File: src/hdl/lock_mode_and_light_controller_macros.svh
// Assertion macros shared by the lock mode and light controller.
`ifndef LOCK_MODE_AND_LIGHT_CONTROLLER_MACROS_SVH
`define LOCK_MODE_AND_LIGHT_CONTROLLER_MACROS_SVH

// The consequent must hold in the clock after the antecedent.
`define LMLC_ASSERT_NEXT(name, ante, cons) \
   name: assert property (@(posedge clock) disable iff (reset) (ante) |=> (cons)) \
      else $error("assertion failed: next-cycle check");

// The consequent must hold in the same clock as the antecedent.
`define LMLC_ASSERT_SAME(name, ante, cons) \
   name: assert property (@(posedge clock) disable iff (reset) (ante) |-> (cons)) \
      else $error("assertion failed: same-cycle check");

`endif

File: src/hdl/lmlc_pkg.sv
// Package with the types, codes and helper functions of the lock mode and light controller.
`timescale 1ns / 1ps

package lmlc_pkg;

   localparam int COUNT_WIDTH = 20;
   localparam int DELAY_WIDTH = 20;
   localparam int LEVEL_WIDTH = 7;
   localparam int CSR_INDEX_WIDTH = 3;
   localparam int CSR_DATA_WIDTH = 20;
   localparam int WIDE_WIDTH = 33;
   localparam logic [COUNT_WIDTH-1:0] COUNT_MAX = '1;

   // Request operation codes.
   localparam logic [2:0] OP_TICK = 3'd0;
   localparam logic [2:0] OP_DOOR = 3'd1;
   localparam logic [2:0] OP_BUTTON = 3'd2;
   localparam logic [2:0] OP_RADIO_ERROR = 3'd3;
   localparam logic [2:0] OP_CONNECT = 3'd4;
   localparam logic [2:0] OP_DISCONNECT = 3'd5;
   localparam logic [2:0] OP_UNLOCK = 3'd6;
   localparam logic [2:0] OP_OPEN = 3'd7;

   // Light command codes.
   localparam logic [3:0] LIGHT_NONE = 4'd0;
   localparam logic [3:0] LIGHT_OFF_NOW = 4'd1;
   localparam logic [3:0] LIGHT_OFF_FADE_SHORT = 4'd2;
   localparam logic [3:0] LIGHT_OFF_FADE_LONG = 4'd3;
   localparam logic [3:0] LIGHT_RED = 4'd4;
   localparam logic [3:0] LIGHT_GREEN_PULSE = 4'd5;
   localparam logic [3:0] LIGHT_BLUE_PULSE = 4'd6;
   localparam logic [3:0] LIGHT_BLUE = 4'd7;
   localparam logic [3:0] LIGHT_WHITE = 4'd8;
   localparam logic [3:0] LIGHT_YELLOW = 4'd9;
   localparam logic [3:0] LIGHT_RED_BLINK = 4'd10;
   localparam logic [3:0] LIGHT_WHITE_BLINK = 4'd11;

   // Lock and bond action codes.
   localparam logic [1:0] LOCK_NONE = 2'd0;
   localparam logic [1:0] LOCK_UNLOCK = 2'd1;
   localparam logic [1:0] LOCK_LOCK = 2'd2;
   localparam logic [1:0] BOND_NONE = 2'd0;
   localparam logic [1:0] BOND_ENTER = 2'd1;
   localparam logic [1:0] BOND_LEAVE = 2'd2;

   // Configuration register indexes.
   localparam logic [CSR_INDEX_WIDTH-1:0] CSR_THRESHOLD = 3'd0;
   localparam logic [CSR_INDEX_WIDTH-1:0] CSR_RESTART = 3'd1;
   localparam logic [CSR_INDEX_WIDTH-1:0] CSR_LIGHT_OFF = 3'd2;
   localparam logic [CSR_INDEX_WIDTH-1:0] CSR_CLEAR_HOLD = 3'd3;
   localparam logic [CSR_INDEX_WIDTH-1:0] CSR_BOND_EXIT = 3'd4;
   localparam logic [CSR_INDEX_WIDTH-1:0] CSR_FLASH_WAIT = 3'd5;

   // Mode flag bit positions.
   localparam int FL_ERROR = 0;
   localparam int FL_BONDING = 1;
   localparam int FL_UNLOCKED = 2;
   localparam int FL_OPENED = 3;
   localparam int FL_CONNECTED = 4;
   localparam int FLAG_WIDTH = 5;

   typedef struct packed {
      logic [2:0] operation;
      logic door_open;
      logic button_pressed;
      logic [LEVEL_WIDTH-1:0] ambient_brightness;
      logic lock_engaged;
   } req_type;

   typedef struct packed {
      logic [3:0] light_command;
      logic [1:0] lock_action;
      logic open_strobe;
      logic [1:0] bond_action;
      logic clear_pairings;
      logic system_reset;
      logic status_led_on;
      logic door_report_valid;
      logic door_report_open;
      logic bonding_active;
      logic connected_active;
   } rsp_type;

   typedef struct packed {
      logic [LEVEL_WIDTH-1:0] brightness_threshold;
      logic [DELAY_WIDTH-1:0] restart_delay;
      logic [DELAY_WIDTH-1:0] light_off_delay;
      logic [DELAY_WIDTH-1:0] clear_hold_delay;
      logic [DELAY_WIDTH-1:0] bond_exit_delay;
      logic [DELAY_WIDTH-1:0] flash_wait_delay;
   } cfg_type;

   typedef struct packed {
      logic tick;
      logic stop;
      logic load;
      logic [COUNT_WIDTH-1:0] value;
   } timer_ctrl_type;

   typedef struct packed {
      logic active;
      logic expire;
   } timer_stat_type;

   localparam logic [LEVEL_WIDTH-1:0] RESET_THRESHOLD = LEVEL_WIDTH'(50);
   localparam logic [DELAY_WIDTH-1:0] RESET_RESTART = DELAY_WIDTH'(60000);
   localparam logic [DELAY_WIDTH-1:0] RESET_LIGHT_OFF = DELAY_WIDTH'(900000);
   localparam logic [DELAY_WIDTH-1:0] RESET_CLEAR_HOLD = DELAY_WIDTH'(3000);
   localparam logic [DELAY_WIDTH-1:0] RESET_BOND_EXIT = DELAY_WIDTH'(10000);
   localparam logic [DELAY_WIDTH-1:0] RESET_FLASH_WAIT = DELAY_WIDTH'(600);

   // Limits a configured delay to the largest value the counter holds.
   function automatic logic [COUNT_WIDTH-1:0] sat_delay(input logic [DELAY_WIDTH-1:0] delay);
      logic [WIDE_WIDTH-1:0] wide_delay;
      logic [WIDE_WIDTH-1:0] wide_max;
      wide_delay = WIDE_WIDTH'(delay);
      wide_max = WIDE_WIDTH'(COUNT_MAX);
      return (wide_delay > wide_max) ? COUNT_MAX : COUNT_WIDTH'(wide_delay);
   endfunction

   // Priority light selection from the flags now and at the last light update.
   function automatic logic [3:0] light_select(input logic [FLAG_WIDTH-1:0] flags,
                                               input logic [FLAG_WIDTH-1:0] prev,
                                               input logic [LEVEL_WIDTH-1:0] ambient,
                                               input logic [LEVEL_WIDTH-1:0] threshold);
      logic [3:0] on_colour;
      logic [3:0] cmd;
      on_colour = (ambient <= threshold) ? LIGHT_WHITE : LIGHT_YELLOW;
      if (flags[FL_ERROR]) begin
         cmd = LIGHT_RED;
      end else if (flags[FL_BONDING]) begin
         cmd = prev[FL_BONDING] ? LIGHT_NONE : LIGHT_GREEN_PULSE;
      end else if (flags[FL_CONNECTED]) begin
         if (flags[FL_OPENED]) begin
            cmd = on_colour;
         end else if (flags[FL_UNLOCKED]) begin
            cmd = LIGHT_BLUE;
         end else begin
            cmd = LIGHT_BLUE_PULSE;
         end
      end else if (flags[FL_OPENED]) begin
         cmd = prev[FL_CONNECTED] ? LIGHT_RED_BLINK : on_colour;
      end else if (prev[FL_CONNECTED]) begin
         cmd = LIGHT_OFF_FADE_LONG;
      end else begin
         cmd = LIGHT_OFF_FADE_SHORT;
      end
      return cmd;
   endfunction

endpackage

File: src/hdl/lmlc_csr.sv
// Configuration registers with their reset values.
`timescale 1ns / 1ps

module lmlc_csr
   import lmlc_pkg::*;
(
   input  logic                       clock,
   input  logic                       reset,
   input  logic                       csr_valid,
   input  logic [CSR_INDEX_WIDTH-1:0] csr_index,
   input  logic [CSR_DATA_WIDTH-1:0]  csr_data,
   output cfg_type                    cfg
);

   cfg_type cfg_ff;
   cfg_type cfg_in;

   // Writes to indexes beyond the last register are dropped.
   always_comb begin
      cfg_in = cfg_ff;
      if (csr_valid) begin
         case (csr_index)
            CSR_THRESHOLD:  cfg_in.brightness_threshold = csr_data[LEVEL_WIDTH-1:0];
            CSR_RESTART:    cfg_in.restart_delay = csr_data[DELAY_WIDTH-1:0];
            CSR_LIGHT_OFF:  cfg_in.light_off_delay = csr_data[DELAY_WIDTH-1:0];
            CSR_CLEAR_HOLD: cfg_in.clear_hold_delay = csr_data[DELAY_WIDTH-1:0];
            CSR_BOND_EXIT:  cfg_in.bond_exit_delay = csr_data[DELAY_WIDTH-1:0];
            CSR_FLASH_WAIT: cfg_in.flash_wait_delay = csr_data[DELAY_WIDTH-1:0];
            default: begin
               cfg_in = cfg_ff;
            end
         endcase
      end
   end

   always_ff @(posedge clock) begin
      if (reset) begin
         cfg_ff.brightness_threshold <= RESET_THRESHOLD;
         cfg_ff.restart_delay        <= RESET_RESTART;
         cfg_ff.light_off_delay      <= RESET_LIGHT_OFF;
         cfg_ff.clear_hold_delay     <= RESET_CLEAR_HOLD;
         cfg_ff.bond_exit_delay      <= RESET_BOND_EXIT;
         cfg_ff.flash_wait_delay     <= RESET_FLASH_WAIT;
      end else begin
         cfg_ff <= cfg_in;
      end
   end

   assign cfg = cfg_ff;

endmodule

File: config.mk
export PLATFORM = sky130hd
export DESIGN_NAME = lmlc_csr
export DESIGN_NICKNAME = d
export VERILOG_FILES = /design/src/hdl/lock_mode_and_light_controller_macros.svh /design/src/hdl/lmlc_pkg.sv /design/src/hdl/lmlc_csr.sv
export SDC_FILE = /design/constraint.sdc
export NUM_CORES = 1
export LEC_CHECK = 0
export BUFFER_PORTS_ARGS = -buffer_cell sky130_fd_sc_hd__buf_4
export CAP_MARGIN = 40
export CORE_ASPECT_RATIO = 0.9
export CORE_MARGIN = 4
export CORE_UTILIZATION = 53
export CTS_BUF_LIST = sky130_fd_sc_hd__clkbuf_8
export CTS_CLUSTER_DIAMETER = 150
export DETAILED_ROUTE_END_ITERATION = 10
export PLACE_DENSITY = 0.83
export SLEW_MARGIN = 30
export SYNTH_ARGS = -nofsm -noshare
export SYNTH_HDL_FRONTEND = slang
export SYNTH_SLANG_ARGS = --single-unit
File: constraint.sdc
create_clock -name clock -period 1.55 [get_ports clock]
set_input_delay 0.2325 -clock clock [delete_from_list [all_inputs] [get_ports clock]]
set_output_delay 0.2325 -clock clock [all_outputs]
set_load 0.01 [all_outputs]
# [After elaboration in Yosys (flattened, before gate mapping)]
# Cells that the tools add are included.
[totals] ff_bits=107 input_bits=26 output_inout_bits=107
[classes] eq_ne=5 reduce_logical=7
[op_table] operator="AND reduction 2 bit" n=6
[op_table] operator="equality test 3 x 2 -> 1 bit (second input constant)" n=2
[op_table] operator="equality test 3 bit (second input constant)" n=2
[op_table] operator="equality test 3 x 1 -> 1 bit (second input constant)" n=1
[op_table] operator="logical NOT 3 bit" n=1

# [Logic depth before layout (Yosys ltp)]
[depth] word_depth=2 ltp_mapped=5 mapped_depth_nobuf=2

# [Least setup slack after synthesis]
# Ideal clock, no wire load.
[synth_timing] kind="in2reg" start="input csr_index[0]" end="register cfg_ff, in the netlist cfg[104]" arrival_time_ns=1.130 t_required_ns=1.424 path_slack_ns=0.294 path_stages=4 path_cell_list="buf_2 > or4b_4 > buf_6 > mux2i_1"
[synth_between] elab_chain_cells=2
[synth_rtl] element="start: declaration" line="lmlc_csr.sv:10" text="input logic [CSR_INDEX_WIDTH-1:0] csr_index,"
[synth_rtl] element="logical NOT 3 bit" line="lmlc_csr.sv:22" text="case (csr_index)"
[synth_rtl] element="AND reduction 2 bit (no source line)"
[synth_rtl] element="end signal: assignment" line="lmlc_csr.sv:45" text="cfg_ff <= cfg_in;"
[synth_rtl] element="end: declaration" line="lmlc_csr.sv:15" text="cfg_type cfg_ff;"
# Every way passes these cells.
# A chain may end at the register's enable or synchronous reset.

# [Worst setup path in the final report]
[layout_timing] start="register cfg_ff, in the netlist cfg[76]" end="output cfg[76] (netlist name)"
[layout_rtl] element="end: declaration" line="lmlc_csr.sv:12" text="output cfg_type cfg"
# No word-level cell between the ends.

==> metrics.txt <==
WL per Instance=16.3 um; CP max stage cell=dfxtp_1; initial antenna violation count=0; RSZ-0062 raised after global routing=no; post-synthesis simple-gate area fraction=0.206; share of layout cells above drive strength 1=0.313; Max Slew Vio Count=0; Num Clock Sinks=107; grt ovf=0; PortBufs=132; crit end category=output pin; vias post-DR=3159; Ys Warns=0; WHS=0.149 ns; chip height=92.9 um; die area=9500 um^2; Final ANT Viol Nets=0; Total Wirelength=10.2 mm; Switch Pwr=1.19 mW; WS Path Type=reg -> out; vias in the first global route=3181; CP Buf/Inv Count=1; switching fraction of total power=0.228; hold path startpoint=csr_data[10]; die width=102 um; slowest cell delay on critical path=0.37 ns; CP Max Fanout=2; Fin Clk Skew=0 ns; Clk Tree Root Cell=clkbuf_8; max capacitance violation total=0; clock latency on the worst-skew pair=0.36 ns; CTS max path bufs=2; Final Hold Vio Count=0; DRT iter0 DRCs=87; Comb power frac=0.092; Placed Area=5330 um^2; Routability Congestion=0.794; Max rail drop VDD=0.493 mV; Slew HR=0.699; Finished Cell Area=5560 um^2; Reg power frac=0.547; most frequent cells in the layout=145 x buf_4, 107 x mux2i_1, 107 x dfxtp_1; worst-path cell chain=buf_4; largest net degree at the start of global routing=53; status=finished, final reports clean; H-tree Lvls=3; diode count=0; Yosys reg bits=107; max reg flops=107; most common cell after layout, fill and taps aside=buf_4; drt pass-1 iters=4; first-pass GRT wire length=16.2 mm; multiplexer share of the synthesized area=0.253; Final Core Density=0.726; pwr/cell area=935 nW/um^2; Mapped Nets=424; FF-to-FF Start=cfg[29]$_SDFFE_PP1P_; Crit path max-delay family=flip-flops; Netlist Area Pre-Place=4240 um^2; Tcrit/Tclk final=0.713; Post-CTS Setup Bufs=0; syn avg cell area=10.7 um^2; area share of fa/ha/maj cells after synthesis=0; Tot GR Track Use=0.218; xor/xnor share of the synthesized area=0; setup TNS=0 ns; number of distinct library cells after synthesis=13; Pint=4.01 mW; TritonCTS clock tree=yes; post-CTS sizing=0; WP data required=1.32 ns; total CTS buffers=9; Clock Pin Slew Worst Setup and Hold Paths=0.10 ns; I/O Pins=133; Hold Crit Class=in -> reg; data arrival time of the worst path=0.87 ns; compound-gate portion of the synthesized area=0; leakage=2.71 nW; vias per cell=5.05; fin nets=551; post-synthesis cell count=398; CORE AREA=7660 um^2; Pwr Total=5.20 mW; Finish-stage setup viols=0; Rows=30; Tmin final=1.11 ns; DP HPWL=7.51 mm; Critical Path Source=cfg[76]$_SDFFE_PP1P_; Hold Buf Count CTS=0; Seq/Total Area, Yosys=0.505; Fmax=904 MHz; DRC Markers=0; combinational family with the most area after synthesis=multiplexers; Slew @ Worst Pin=0.452 ns; Clock Power Share=0.361; crit start category=flop; Layout area overhead=31.1%; Initial Util=0.554
## cell families after synthesis
kind of cell  after synthesis
flops                     107
buf+inv                    31
simple gates              153
mux                       107
## power groups by stage
| stage | clock network [mW] | registers [mW] | logic (mW) |
|---|---|---|---|
| after floorplan | 0 | 2.93 | 0.237 |
| after global placement | 0 | 2.91 | 0.470 |
| after detailed placement | 0 | 2.91 | 0.481 |
| after CTS | 1.92 | 2.85 | 0.482 |
| after global routing | 2.04 | 2.85 | 0.518 |
| final | 1.88 | 2.84 | 0.478 |
## final cells by class
| cell class | count | area [um^2] |
|---|---|---|
| Clock buffer | 10 | 138 |
| Fill cell | 582 | 2100 |
| Clock inverter | 6 | 88.8 |
| Multi-Input combinational cell | 260 | 1940 |
| Sequential cell | 107 | 2140 |
| Tap cell | 96 | 120 |
| Timing Repair Buffer | 147 | 1130 |
## worst min-delay path: stages
cell and delay [ns]:
buf_4 0.09, nor2_1 0.04, mux2i_1 0.11
## path summary, 6_finish.rpt
check | end | slack [ns] | cells after the start
max | cfg[76] | 0.44 | 1
min | cfg[30]$_SDFFE_PP1P_ | 0.15 | 3
max reg2reg | cfg[29]$_SDFFE_PP1P_ | 0.87 | 2
min reg2reg | cfg[80]$_SDFFE_PP0P_ | 0.48 | 2
## Yosys cell counts
library cell	instances	area share
mux2i_1	107	0.25
and4b_1	1	0.0024
nand4bb_1	3	0.0080
dfxtp_1	107	0.51
nand2b_1	89	0.13
nand4b_1	2	0.0041
and4bb_2	3	0.0089
buf_6	2	0.0053
clkbuf_1	15	0.013
nor2_1	54	0.048
buf_2	11	0.013
buf_4	3	0.0053
or4b_4	1	0.0032
## through the flow
stage,setup slack [ns],instances
6_report,0.444,626
4_1_cts,0.429,626
2_1_floorplan,0.294,398
3_5_place_dp,0.245,610
3_3_place_gp,0.276,610
5_1_grt,0.393,626
## layer usage
metal / global-route usage / share of wire / up-vias
li1: - / - / 1568
met1: 0.265 / 0.42 / 1483
met2: 0.360 / 0.48 / 98
met3: 0.0941 / 0.096 / 10
met4: 0.0437 / 0.0094 / 0
met5: 0 / 0 / -
Note: power is estimated with default switching activity, not from simulation.
